--- src/rtl/core/ctp_pkg.sv ---
// ----------------------------------------------------------------------------
// ctp_pkg
// Shared types and constants for the cubic trajectory player.
// ----------------------------------------------------------------------------
`default_nettype none

package ctp_pkg;

   // Default geometry of the curve table
   localparam int SEGMENTS_DEF = 5;
   localparam int POINTS_DEF   = 2;

   localparam int AXES  = 3;
   localparam int TERMS = 4;

   // Field widths
   localparam int COEF_W    = 32;
   localparam int X_W       = 16;
   localparam int ELAPSED_W = 16;
   localparam int INTERV_W  = 10;
   localparam int LIMIT_W   = 16;
   localparam int CSR_IDX_W = 2;
   localparam int CSR_DAT_W = 16;

   localparam logic [1:0]           AXIS_COUNT  = 2'd3;
   localparam logic [1:0]           TERM_CUBE   = 2'd3;
   localparam logic [1:0]           TERM_SQUARE = 2'd2;
   localparam logic [1:0]           TERM_CONST  = 2'd0;
   localparam logic [ELAPSED_W-1:0] ELAPSED_MAX = '1;

   // Register reset values
   localparam logic [INTERV_W-1:0] FIRE_INTERVAL_RESET = 10'd40;
   localparam logic [LIMIT_W-1:0]  HYPERFRAME_RESET    = 16'd400;

   // Register indexes
   localparam logic [CSR_IDX_W-1:0] CSR_FIRE_INTERVAL = 2'd0;
   localparam logic [CSR_IDX_W-1:0] CSR_HYPERFRAME    = 2'd1;

   typedef enum logic [1:0] {
      FUNC_WRITE = 2'd0,
      FUNC_START = 2'd1,
      FUNC_TICK  = 2'd2
   } func_type;

   // Control of the shared multiply-add unit
   typedef struct packed {
      logic load;   // acc <= coefficient
      logic mul;    // product <= acc * x
      logic add;    // acc <= sat(product >> 16 + coefficient)
   } mac_ctrl_type;

endpackage

`default_nettype wire

--- src/rtl/core/ctp_ram.sv ---
// ----------------------------------------------------------------------------
// ctp_ram
// Generic single-write, single-read RAM with registered read data.
// ----------------------------------------------------------------------------
`default_nettype none

module ctp_ram #(
   parameter  int WIDTH = 32,
   parameter  int DEPTH = 64,
   localparam int AW    = (DEPTH > 1) ? $clog2(DEPTH) : 1
) (
   input  wire logic             clock,
   input  wire logic             wr_en,
   input  wire logic [AW-1:0]    wr_addr,
   input  wire logic [WIDTH-1:0] wr_data,
   input  wire logic [AW-1:0]    rd_addr,
   output logic      [WIDTH-1:0] rd_data
);

   logic [WIDTH-1:0] mem_ff [DEPTH];
   logic [WIDTH-1:0] rd_data_ff;

   always_ff @(posedge clock) begin
      if (wr_en) begin
         mem_ff[wr_addr] <= wr_data;
      end
      rd_data_ff <= mem_ff[rd_addr];
   end

   assign rd_data = rd_data_ff;

endmodule

`default_nettype wire

--- src/rtl/core/ctp_coef_store.sv ---
// ----------------------------------------------------------------------------
// ctp_coef_store
// Coefficient table: RAM plus one valid bit per word; unwritten words read 0.
// ----------------------------------------------------------------------------
`default_nettype none

module ctp_coef_store
   import ctp_pkg::*;
#(
   parameter  int SEGMENTS = SEGMENTS_DEF,
   localparam int DEPTH    = AXES * SEGMENTS * TERMS,
   localparam int AW       = $clog2(DEPTH)
) (
   input  wire logic              clock,
   input  wire logic              reset,
   input  wire logic              wr_en,
   input  wire logic [AW-1:0]     wr_addr,
   input  wire logic [COEF_W-1:0] wr_data,
   input  wire logic [AW-1:0]     rd_addr,
   output logic      [COEF_W-1:0] rd_data
);

   logic [DEPTH-1:0]  valid_ff;
   logic              rd_valid_ff;
   logic [COEF_W-1:0] ram_q;

   ctp_ram #(
      .WIDTH (COEF_W),
      .DEPTH (DEPTH)
   ) u_ram (
      .clock   (clock),
      .wr_en   (wr_en),
      .wr_addr (wr_addr),
      .wr_data (wr_data),
      .rd_addr (rd_addr),
      .rd_data (ram_q)
   );

   always_ff @(posedge clock) begin
      if (reset) begin
         valid_ff    <= '0;
         rd_valid_ff <= 1'b0;
      end else begin
         if (wr_en) begin
            valid_ff[wr_addr] <= 1'b1;
         end
         rd_valid_ff <= valid_ff[rd_addr];
      end
   end

   assign rd_data = rd_valid_ff ? ram_q : '0;

endmodule

`default_nettype wire

--- src/rtl/core/ctp_mac.sv ---
// ----------------------------------------------------------------------------
// ctp_mac
// Shared Horner step: registered Q16.16 x Q0.16 product, then saturating add.
// ----------------------------------------------------------------------------
`default_nettype none

module ctp_mac
   import ctp_pkg::*;
(
   input  wire logic                     clock,
   input  wire mac_ctrl_type             ctrl,
   input  wire logic signed [COEF_W-1:0] coef,
   input  wire logic        [X_W-1:0]    x,
   output logic signed      [COEF_W-1:0] add_result
);

   localparam int PROD_W = COEF_W + X_W + 1;
   localparam int SHR_W  = PROD_W - X_W;
   localparam int SUM_W  = SHR_W + 1;

   logic signed [COEF_W-1:0] acc_ff;
   logic signed [PROD_W-1:0] prod_ff;
   logic signed [SHR_W-1:0]  shifted;
   logic signed [SUM_W-1:0]  sum;

   // floor(product / 2^16) is the arithmetic shift
   assign shifted = $signed(prod_ff[PROD_W-1:X_W]);
   assign sum     = SUM_W'(shifted) + SUM_W'(coef);

   always_comb begin
      if (sum[SUM_W-1:COEF_W-1] == '0 || sum[SUM_W-1:COEF_W-1] == '1) begin
         add_result = sum[COEF_W-1:0];
      end else if (sum[SUM_W-1]) begin
         add_result = {1'b1, {(COEF_W-1){1'b0}}};
      end else begin
         add_result = {1'b0, {(COEF_W-1){1'b1}}};
      end
   end

   always_ff @(posedge clock) begin
      if (ctrl.load) begin
         acc_ff <= coef;
      end else if (ctrl.add) begin
         acc_ff <= add_result;
      end
      if (ctrl.mul) begin
         prod_ff <= acc_ff * $signed({1'b0, x});
      end
   end

endmodule

`default_nettype wire

--- src/rtl/core/cubic_trajectory_player.sv ---
// ----------------------------------------------------------------------------
// cubic_trajectory_player
// Timer-driven playback of a three-axis piecewise-cubic trajectory.
// ----------------------------------------------------------------------------
// Usage
//  - Items enter on req_* and are taken when start is high and busy low.
//    req_func selects: coefficient write, start playback, or 1 ms tick.
//  - A coefficient write or a start completes in the accepting cycle; busy
//    stays low. A tick while stopped also just advances the elapsed time.
//  - A tick while playing raises busy for the due-time compare. If
//    no fire is due, busy drops again after that compare.
//  - A fire evaluates roll, pitch and yaw one after another on the shared
//    multiply-add unit: per axis one table fetch, one load and three
//    multiply/add pairs. rsp_valid strobes after the last yaw add, and
//    busy falls in the same cycle. The table RAM's registered read and
//    the single multiplier set this sequence.
//  - Results appear for one cycle only; the receiver has no back-pressure.
//  - csr_* writes the fire interval and hyperframe limit; csr_ready is
//    always high. Write them only while busy is low.
//  - Reset clears the table (per-word valid bits, no clearing pass), stops
//    playback and restores the register defaults.
// ----------------------------------------------------------------------------
`default_nettype none

module cubic_trajectory_player
   import ctp_pkg::*;
#(
   parameter int SEGMENTS = SEGMENTS_DEF,
   parameter int POINTS   = POINTS_DEF
) (
   input  wire logic                 clock,
   input  wire logic                 reset,
   // item channel
   input  wire logic                 start,
   output logic                      busy,
   input  wire logic [1:0]           req_func,
   input  wire logic [1:0]           req_axis,
   input  wire logic [2:0]           req_segment,
   input  wire logic [1:0]           req_term,
   input  wire logic signed [COEF_W-1:0] req_coefficient,
   // result channel
   output logic                      rsp_valid,
   output logic signed [COEF_W-1:0]  rsp_roll_angle,
   output logic signed [COEF_W-1:0]  rsp_pitch_angle,
   output logic signed [COEF_W-1:0]  rsp_yaw_angle,
   output logic [3:0]                rsp_fire_number,
   output logic                      rsp_last_fire,
   // register channel
   input  wire logic                 csr_valid,
   output logic                      csr_ready,
   input  wire logic [CSR_IDX_W-1:0] csr_index,
   input  wire logic [CSR_DAT_W-1:0] csr_data
);

   localparam int TOTAL   = SEGMENTS * POINTS;
   localparam int FIRE_W  = $clog2(TOTAL + 1);
   localparam int POINT_W = (POINTS > 1) ? $clog2(POINTS) : 1;
   localparam int SEG_W   = (SEGMENTS > 1) ? $clog2(SEGMENTS) : 1;
   localparam int ROW_W   = $clog2(AXES * SEGMENTS);
   localparam int ADDR_W  = ROW_W + 2;
   localparam int DUE_W   = FIRE_W + INTERV_W;
   localparam int CMP_W   = (DUE_W > ELAPSED_W) ? DUE_W : ELAPSED_W;

   typedef enum logic [2:0] {
      ST_IDLE,
      ST_CHECK,
      ST_FETCH,
      ST_LOAD,
      ST_MUL,
      ST_ADD
   } state_type;

   // Sample points x = floor(r * 2^16 / POINTS), fixed at elaboration
   logic [X_W-1:0] x_lut [2**POINT_W];

   for (genvar r = 0; r < 2**POINT_W; r++) begin : g_xlut
      localparam logic [X_W-1:0] XV = (r < POINTS) ? X_W'((r * 65536) / POINTS) : '0;
      assign x_lut[r] = XV;
   end

   state_type                state_ff, state_in;
   logic                     playing_ff, playing_in;
   logic [ELAPSED_W-1:0]     elapsed_ff, elapsed_in;
   logic [FIRE_W-1:0]        next_fire_ff, next_fire_in;
   logic [POINT_W-1:0]       point_ff, point_in;
   logic [SEG_W-1:0]         seg_ff, seg_in;
   logic [1:0]               axis_ff, axis_in;
   logic [1:0]               term_ff, term_in;
   logic [INTERV_W-1:0]      interval_ff, interval_in;
   logic [LIMIT_W-1:0]       limit_ff, limit_in;
   logic                     rsp_valid_ff, rsp_valid_in;
   logic signed [COEF_W-1:0] roll_ff, roll_in;
   logic signed [COEF_W-1:0] pitch_ff, pitch_in;
   logic signed [COEF_W-1:0] yaw_ff, yaw_in;
   logic [3:0]               fire_num_ff, fire_num_in;
   logic                     last_ff, last_in;

   logic                     accept;
   logic                     wr_en;
   logic                     wr_ok;
   logic [ROW_W-1:0]         wr_row;
   logic [ROW_W-1:0]         rd_row;
   logic [ADDR_W-1:0]        wr_addr;
   logic [ADDR_W-1:0]        rd_addr;
   logic [COEF_W-1:0]        coef_q;
   logic signed [COEF_W-1:0] mac_result;
   mac_ctrl_type             mac_ctrl;
   logic [CMP_W-1:0]         due;
   logic                     fire_due;
   logic [FIRE_W-1:0]        fire_inc;
   logic [FIRE_W+3:0]        fire_ext;

   assign accept    = start && !busy;
   assign busy      = (state_ff != ST_IDLE);
   assign csr_ready = 1'b1;

   // coefficient write addressing: {axis * SEGMENTS + segment, term}
   assign wr_ok   = (req_axis < AXIS_COUNT) && (5'(req_segment) < 5'(SEGMENTS));
   assign wr_en   = accept && (req_func == FUNC_WRITE) && wr_ok;
   assign wr_row  = ROW_W'(int'(req_axis) * SEGMENTS + int'(req_segment));
   assign wr_addr = {wr_row, req_term};
   assign rd_row  = ROW_W'(int'(axis_ff) * SEGMENTS + int'(seg_ff));
   assign rd_addr = {rd_row, term_ff};

   ctp_coef_store #(
      .SEGMENTS (SEGMENTS)
   ) u_store (
      .clock   (clock),
      .reset   (reset),
      .wr_en   (wr_en),
      .wr_addr (wr_addr),
      .wr_data (req_coefficient),
      .rd_addr (rd_addr),
      .rd_data (coef_q)
   );

   ctp_mac u_mac (
      .clock      (clock),
      .ctrl       (mac_ctrl),
      .coef       ($signed(coef_q)),
      .x          (x_lut[point_ff]),
      .add_result (mac_result)
   );

   // fire is due once elapsed time passes index * interval or the limit
   assign due      = CMP_W'(next_fire_ff) * CMP_W'(interval_ff);
   assign fire_due = (CMP_W'(elapsed_ff) > due) || (elapsed_ff > limit_ff);
   assign fire_inc = next_fire_ff + 1'b1;
   assign fire_ext = (FIRE_W + 4)'(next_fire_ff);

   always_comb begin
      mac_ctrl.load = (state_ff == ST_LOAD);
      mac_ctrl.mul  = (state_ff == ST_MUL);
      mac_ctrl.add  = (state_ff == ST_ADD);
   end

   always_comb begin
      state_in     = state_ff;
      playing_in   = playing_ff;
      elapsed_in   = elapsed_ff;
      next_fire_in = next_fire_ff;
      point_in     = point_ff;
      seg_in       = seg_ff;
      axis_in      = axis_ff;
      term_in      = term_ff;
      interval_in  = interval_ff;
      limit_in     = limit_ff;
      rsp_valid_in = 1'b0;
      roll_in      = roll_ff;
      pitch_in     = pitch_ff;
      yaw_in       = yaw_ff;
      fire_num_in  = fire_num_ff;
      last_in      = last_ff;

      if (csr_valid && csr_ready) begin
         case (csr_index)
            CSR_FIRE_INTERVAL: interval_in = csr_data[INTERV_W-1:0];
            CSR_HYPERFRAME:    limit_in    = csr_data[LIMIT_W-1:0];
            default:           ;
         endcase
      end

      case (state_ff)
         ST_IDLE: begin
            if (accept) begin
               case (func_type'(req_func))
                  FUNC_START: begin
                     elapsed_in   = '0;
                     next_fire_in = '0;
                     point_in     = '0;
                     seg_in       = '0;
                     playing_in   = 1'b1;
                  end
                  FUNC_TICK: begin
                     if (elapsed_ff != ELAPSED_MAX) begin
                        elapsed_in = elapsed_ff + 1'b1;
                     end
                     if (playing_ff) begin
                        state_in = ST_CHECK;
                     end
                  end
                  default: ;   // writes go straight to the table
               endcase
            end
         end
         ST_CHECK: begin
            if (fire_due) begin
               axis_in  = '0;
               term_in  = TERM_CUBE;
               state_in = ST_FETCH;
            end else begin
               state_in = ST_IDLE;
            end
         end
         ST_FETCH: begin
            // cube word is on its way out of the RAM
            term_in  = TERM_SQUARE;
            state_in = ST_LOAD;
         end
         ST_LOAD: begin
            state_in = ST_MUL;
         end
         ST_MUL: begin
            state_in = ST_ADD;
         end
         ST_ADD: begin
            if (term_ff == TERM_CONST) begin
               case (axis_ff)
                  2'd0:    roll_in  = mac_result;
                  2'd1:    pitch_in = mac_result;
                  default: yaw_in   = mac_result;
               endcase
               if (axis_ff == AXIS_COUNT - 2'd1) begin
                  // all three axes done: emit and step the fire position
                  rsp_valid_in = 1'b1;
                  fire_num_in  = fire_ext[3:0];
                  last_in      = (int'(fire_inc) >= TOTAL);
                  playing_in   = !(int'(fire_inc) >= TOTAL);
                  next_fire_in = fire_inc;
                  if (int'(point_ff) == POINTS - 1) begin
                     point_in = '0;
                     seg_in   = seg_ff + 1'b1;
                  end else begin
                     point_in = point_ff + 1'b1;
                  end
                  state_in = ST_IDLE;
               end else begin
                  axis_in  = axis_ff + 1'b1;
                  term_in  = TERM_CUBE;
                  state_in = ST_FETCH;
               end
            end else begin
               term_in  = term_ff - 1'b1;
               state_in = ST_MUL;
            end
         end
         default: begin
            state_in = ST_IDLE;
         end
      endcase
   end

   always_ff @(posedge clock) begin
      if (reset) begin
         state_ff     <= ST_IDLE;
         playing_ff   <= 1'b0;
         elapsed_ff   <= '0;
         next_fire_ff <= '0;
         point_ff     <= '0;
         seg_ff       <= '0;
         axis_ff      <= '0;
         term_ff      <= '0;
         interval_ff  <= FIRE_INTERVAL_RESET;
         limit_ff     <= HYPERFRAME_RESET;
         rsp_valid_ff <= 1'b0;
      end else begin
         state_ff     <= state_in;
         playing_ff   <= playing_in;
         elapsed_ff   <= elapsed_in;
         next_fire_ff <= next_fire_in;
         point_ff     <= point_in;
         seg_ff       <= seg_in;
         axis_ff      <= axis_in;
         term_ff      <= term_in;
         interval_ff  <= interval_in;
         limit_ff     <= limit_in;
         rsp_valid_ff <= rsp_valid_in;
      end
      roll_ff     <= roll_in;
      pitch_ff    <= pitch_in;
      yaw_ff      <= yaw_in;
      fire_num_ff <= fire_num_in;
      last_ff     <= last_in;
   end

   assign rsp_valid       = rsp_valid_ff;
   assign rsp_roll_angle  = roll_ff;
   assign rsp_pitch_angle = pitch_ff;
   assign rsp_yaw_angle   = yaw_ff;
   assign rsp_fire_number = fire_num_ff;
   assign rsp_last_fire   = last_ff;

endmodule

`default_nettype wire
--- config.mk ---
export PLATFORM = sky130hd
export DESIGN_NAME = cubic_trajectory_player
export DESIGN_NICKNAME = d
export VERILOG_FILES = /design/src/rtl/core/ctp_pkg.sv /design/src/rtl/core/ctp_ram.sv /design/src/rtl/core/ctp_coef_store.sv /design/src/rtl/core/ctp_mac.sv /design/src/rtl/core/cubic_trajectory_player.sv
export SDC_FILE = /design/constraint.sdc
export NUM_CORES = 2
export LEC_CHECK = 0
export BUFFER_PORTS_ARGS = -buffer_cell sky130_fd_sc_hd__buf_2
export CAP_MARGIN = 20
export CORE_MARGIN = 2
export CORE_UTILIZATION = 40
export CTS_CLUSTER_SIZE = 14
export DETAILED_ROUTE_END_ITERATION = 12
export PLACE_DENSITY = 0.54
export RECOVER_POWER = 25
export SETUP_SLACK_MARGIN = 0.15
export SLEW_MARGIN = 5
export SYNTH_ARGS = -nofsm -noshare
export SYNTH_HDL_FRONTEND = slang
export SYNTH_SLANG_ARGS = --single-unit
--- constraint.sdc ---
create_clock -name clock -period 16.4 [get_ports clock]
set_clock_uncertainty 0.1 [all_clocks]
set_input_delay 1.64 -clock clock [delete_from_list [all_inputs] [get_ports clock]]
set_output_delay 1.64 -clock clock [all_outputs]
set_load 0.01 [all_outputs]
# After elaboration in Yosys (flattened, before gate mapping)
# Memories as Yosys holds them, arrays and structs flattened. A register that Yosys moved wholly into a read port is not among the register bits.
# Cells that the tools add are included.
# word_totals
out_inout_bits	104
n_memories	1
reg_bits	302
input_bits	63
word_cells	160
ramBits	1920
# classes
order_cmp	9
bitwise	5
muxes	54
eq_ne	23
n_addsub	9
multipliers	4
reduce_logical	35
# mem_list
name	depth	word_bits	read_ports	rd_clocked_by_memory_dff	write_ports	line_no	text
u_store.u_ram.mem_ff	60	32	1	1	1	ctp_ram.sv:20	logic [WIDTH-1:0] mem_ff [DEPTH];
# ops
operator	n
2-to-1 mux 32 bit	5
2-to-1 mux 16 bit	4
bitwise OR 60 bit	1
multiplier 32 x 17 -> 49 bit	1
adder 33 x 32 -> 34 bit	1
case mux 16 bit (2 select lines)	1
2-to-1 mux 3 bit	9
case mux 3 bit (6 select lines)	1
AND reduction 3 bit	6
adder 16 x 1 -> 16 bit, second input constant	1
greater-than comparator 16 x 14 -> 1 bit	1
greater-than comparator 16 bit	1
2-to-1 mux 2 bit	8
2-to-1 mux 4 bit	4
!= test 16 bit, second input constant	1
less-than comparator 6 x 7 -> 1 bit, second input constant	2
multiplier 4 x 10 -> 14 bit	1
2-to-1 mux 1 bit	14
!= test 2 bit, second input constant	6
== test 3 bit, second input constant	3
adder 4 x 3 -> 4 bit	2
logical NOT 2 bit	4
multiplier 2 x 3 -> 4 bit, second input constant	2
!= test 2 x 1 -> 1 bit, second input constant	4
other kinds (36)	56

# Longest topological paths before layout
# logic_depth
depth_word	7
mapped_depth	26
mapped_depth_nobuf	25

# Hierarchy
# A second synthesis with hierarchy kept.
# unflattened
hier_cells	6629
area_unflattened_um2	106204.4
# modules_own_cells
module	seq_area_each_um2	cells_per_inst	instances	area_per_inst_um2
ctp_ram	58295.9	3264	1	73803.3
ctp_mac	1951.9	2382	1	21777.1
cubic_trajectory_player	4214.0	685	1	7896.3
ctp_coef_store	1221.2	298	1	2727.6

# Least setup slack after synthesis
# No wires, ideal clock.
# synth_path
path_type	flip-flop to flip-flop
from	register next_fire_ff[1]
to	register axis_ff[1]
path_slack_ns	10.553
setup_time_ns	0.132
path_buffers	1
required_time_ns	16.168
synth_period_minus_slack_ns	5.847
path_stages_with_launch	26
arrival_ns	5.615
path_cell_list	dfxtp_1 clkbuf_1 nand2_1 fa_1 fa_1 inv_1 ha_1 a21o_1 a21oi_1 nor2b_1 o21a_1 o311a_1 o21a_1 o21a_1 o41a_1 xnor2_1 ha_1 nand2_1 or4_1 or2_2 a211oi_1 o22ai_1 nor2b_1 and2_1 o21ai_1 a21oi_1
# synth_via
elab_chain_cells	5
# synth_rtl
element	line_no	text
from (decl)	cubic_trajectory_player.sv:84	logic [FIRE_W-1:0] next_fire_ff, next_fire_in;
from (signal assigned)	cubic_trajectory_player.sv:280	next_fire_ff <= next_fire_in;
multiplier 4 x 10 -> 14 bit	cubic_trajectory_player.sv:146	assign due = CMP_W'(next_fire_ff) * CMP_W'(interval_ff);
greater-than comparator 16 x 14 -> 1 bit	cubic_trajectory_player.sv:147	assign fire_due = (CMP_W'(elapsed_ff) > due) || (elapsed_ff > limit_ff);
logical OR 1 bit	cubic_trajectory_player.sv:147	
!= test 2 bit (no source line)	--	
AND reduction 4 bit (no source line)	--	
to (signal assigned)	cubic_trajectory_player.sv:283	axis_ff <= axis_in;
to (decl)	cubic_trajectory_player.sv:87	logic [1:0] axis_ff, axis_in;
# Every way passes these cells.
# A chain may end at the register's enable or synchronous reset.

# Worst setup path after layout
# layout_path
from	register next_fire_ff[2]
to	register axis_ff[1]
# Same word-level chain as after synthesis.

==> results by group <==
Run status
  • Outcome: finished, violations left
  • Failing checks: capacitance limit, slew limit

Timing
  • Actual slew at the worst max-slew pin: between 2 and 3 ns
  • Fmax achieved: around 160 MHz
  • RSZ-0062 raised after global routing: false
  • Slew Limit Fails: between 900 and 1,000
  • Tmin final: between 6 and 7 ns
  • Setup_tns: 0 ns
  • Slew HR: -95.2%
  • Fin. Hold Viols: 0
  • Final setup vio count: 0
  • Crit share post-route: between 30% and 40%

Synthesis
  • Seq cells post-synth: 2,235
  • Post-synth EDFFs: 2,083
  • Mapped Cells: 4,279
  • Post-Syn Nets: about 4,500
  • Sequential share of the synthesized area: 74.4%
  • Post-synthesis cell type count: around 70
  • Mapped cell area: 0.0882 sq mm
  • Synth top area share: between 70% and 80%
  • Synth top area cells: edfxtp_1 (71%), mux4_2 (16%), dfxtp_1 (3.4%), ha_1 (1.4%), nor2_1 (1.0%)
  • YS warnings: 0
  • Cell taking the most area after synthesis: edfxtp_1
  • Asr flop ratio synth: 0%
  • Synth Flop Type: edfxtp_1
  • Avg Cell Area, Syn: between 20 and 25 sq um

Global route
  • First-pass GRT wire length: ~330,000 um
  • Vias in the first global route: approximately 44,000
  • Gr usage total: between 20% and 30%
  • Largest net degree at the start of global routing: approximately 90
  • Grt total ovfl: 0
  • Initial antenna violation count: 20

Place
  • DP HPWL: around 130,000 um
  • Placed Instances: ~7,000
  • Final Wtd Congestion: between 0.8 and 0.9
  • Buffers added on ports: around 170

Clock network
  • CTS Hold Bufs: 0
  • Clock latency on the worst-skew pair: 0.83 ns
  • Clk sinks: 2,235
  • Setup Buffers After CTS: 0
  • Clk slew on worst S/H paths: approximately 0.060 ns
  • CTS Buffer Depth: 3
  • # H-tree levels: 4
  • Cells resized by post-CTS repair: 0
  • TritonCTS clock tree: yes
  • CTS root buf: clkbuf_16
  • TritonCTS Buffers: between 200 and 250

Drt
  • Initial drt markers: approximately 4,200
  • Drt wl/cell: slightly above 30 um
  • Residual DRC: 0
  • Total Wirelength: 231,000 um
  • DR pass1 iterations: 6
  • Via Count: 43,400
  • Routed Antenna Nets: 0
  • Via/cell ratio: about 5.7

Finish
  • Area growth syn-to-layout: 13.9%
  • Final cell count without fillers: 7,656
  • Final #Nets: about 4,800
  • Layout cells sized above 1: a little over a quarter
  • Layout fillers: ~18,000
  • Finished Core Util: between 40 and 50%

Die
  • Initial Util: around 40%
  • Num ports: between 150 and 200
  • Total die area: approximately 0.22 sq mm
  • Die X-Extent: between 400 and 500 um
  • Core ar.: about 0.22 sq mm
  • DIE HEIGHT: approximately 470 um
  • Row Count: around 170

Worst setup path
  • WP data required: between 15 and 20 ns
  • CP arrival: 6.95 ns
  • Worst setup path class: reg2reg
  • Crit path launch type: register
  • Critical Path End Type: register
  • Crit Path Max Fanout: 15

Power
  • VDD IR max: between 0.0001 and 0.00015 V
  • Cell leakage power: roughly 31 nW
  • Pwr dens: between 100 and 150 mW/mm^2

Worst hold path
  • Hold crit path type: reg2reg

Flow run
  • Max-cap violations: 20
synth_stat cells, types with 5 or more instances:
cell type	n
nand2_1	160
nand2b_1	26
o21ai_1	35
xor2_1	21
a211oi_1	6
nand4_1	16
clkbuf_1	127
fa_1	19
a31oi_1	27
a21oi_1	74
and2_1	99
mux4_2	627
nor2_1	244
or3_1	7
buf_2	48
a211o_1	5
edfxtp_1	2083
xnor2_1	34
buf_1	23
nor3_1	14
inv_1	72
and3_1	6
nand3_1	26
dfxtp_1	152
nor2b_1	17
o211ai_1	8
o21bai_1	6
or2_2	5
o21a_1	14
ha_1	96
mux2i_1	42
a21o_1	18
o21ba_2	13
o21ai_0	39
placed cells by master, fill, tap and decap left out, drive strengths merged, types with 17 or more instances in the layout:
cell type and count:
and2 99, ha 96, nand2b 26, xnor2 34, nor2b 17, a21o 18
nand2 160, edfxtp 2083, mux4 627, nand3 26, clkbuf 349, mux2i 42
nor2 244, a21oi 75, fa 19, a31oi 28, dfxtp 152, clkinv 82
inv 78, o21ai 75, xor2 21, buf 244
layer usage:
layer	vias up	global-route usage (%)	share of wire, %
li1	18200	-	-
met1	23600	29.6	44
met2	1329	33.3	49
met3	324	3.05	5.6
met4	8	4.49	2.0
met5	-	0	0.024
sequential cells by signal, indices dropped and copies added (netlist names), 2 cells and up:
signal	cells
elapsed_ff	16
rsp_yaw_angle	32
limit_ff	16
axis_ff	2
term_ff	2
seg_ff	3
u_store.u_ram.rd_data	32
rsp_roll_angle	32
u_mac.acc_ff	31
u_store.u_ram.mem_ff	1920
next_fire_ff	4
u_store.valid_ff	60
interval_ff	10
u_mac.prod_ff	31
rsp_fire_number	4
rsp_pitch_angle	32
state_ff	3
power by group:
part	leakage (nW)	switching (W)	internal, W
registers	20.0	0.00000961	0.00624
clock network	3.57	0.00216	0.00291
logic	7.68	0.000156	0.0000447
total	31.2	0.00232	0.00919
cell type report:
type / count / area (sq um) / share of cell area (%)
Multi-Input combinational cell: 1769 / 22000 / 21.9
Antenna cell: 7 / 17.5 / 0.0174
Timing Repair Buffer: 281 / 1630 / 1.63
Clock buffer: 312 / 6370 / 6.34
Sequential cell: 2235 / 65600 / 65.3
Tap cell: 2871 / 3590 / 3.58
Inverter: 72 / 270 / 0.269
Clock inverter: 109 / 942 / 0.938
path summary, 6_finish.rpt:
kind                 endpoint  slack (ns)             from  cells past startpoint
hold reg to reg   limit_ff[3]        0.37      limit_ff[3]                      2
setup / recovery   axis_ff[1]       10.05  next_fire_ff[2]                     24
hold / removal    limit_ff[3]        0.37      limit_ff[3]                      2
setup reg to reg   axis_ff[1]       10.05  next_fire_ff[2]                     24
metrics by stage:
| stage | setup slack [ns] | cell area [sq um] | hold slack, ns | total power [W] |
|---|---|---|---|---|
| final | 10.05 | 100000 | 0.366 | 0.0115 |
| after global routing | 9.59 | 100000 | 0.377 | 0.0119 |
| after floorplan | 10.55 | 88200 | 0.335 | 0.00643 |
| after detailed placement | 10.04 | 93100 | 0.354 | 0.00657 |
| after global placement | 10.01 | 93100 | 0.345 | 0.00656 |
| after CTS | 10.01 | 100000 | 0.364 | 0.0116 |
worst max-delay path: stages (launching register included):
cell,delay [ns]
dfxtp_1,0.63
nand2_1,0.14
fa_1,0.52
fa_1,0.56
inv_1,0.07
ha_1,0.29
a21o_1,0.18
a21oi_1,0.20
nor2b_1,0.07
o21a_1,0.19
o311a_1,0.31
o21a_1,0.18
o21a_1,0.18
o41a_1,0.33
xnor2_1,0.14
ha_1,0.29
nand2_1,0.07
or4_1,0.49
or2_2,0.32
a211oi_1,0.17
o22ai_1,0.19
nor2b_1,0.18
and2_1,0.19
o21ai_1,0.14
a21oi_1,0.07
logic make-up (layout without fill, tap and decap cells):
logic type | after synthesis | after routing | share of synthesized area (%)
compound gates | 290 | 290 | 2.18
xor+xnor | 55 | 55 | 0.546
simple gates | 639 | 639 | 3.36
fa+ha+maj | 115 | 115 | 1.79
other cells | 1 | 8 | 0.00425
buf+inv | 275 | 774 | 1.26
mux | 669 | 669 | 16.5
flops | 2235 | 2235 | 74.4
(Power assumes the default switching activity.)
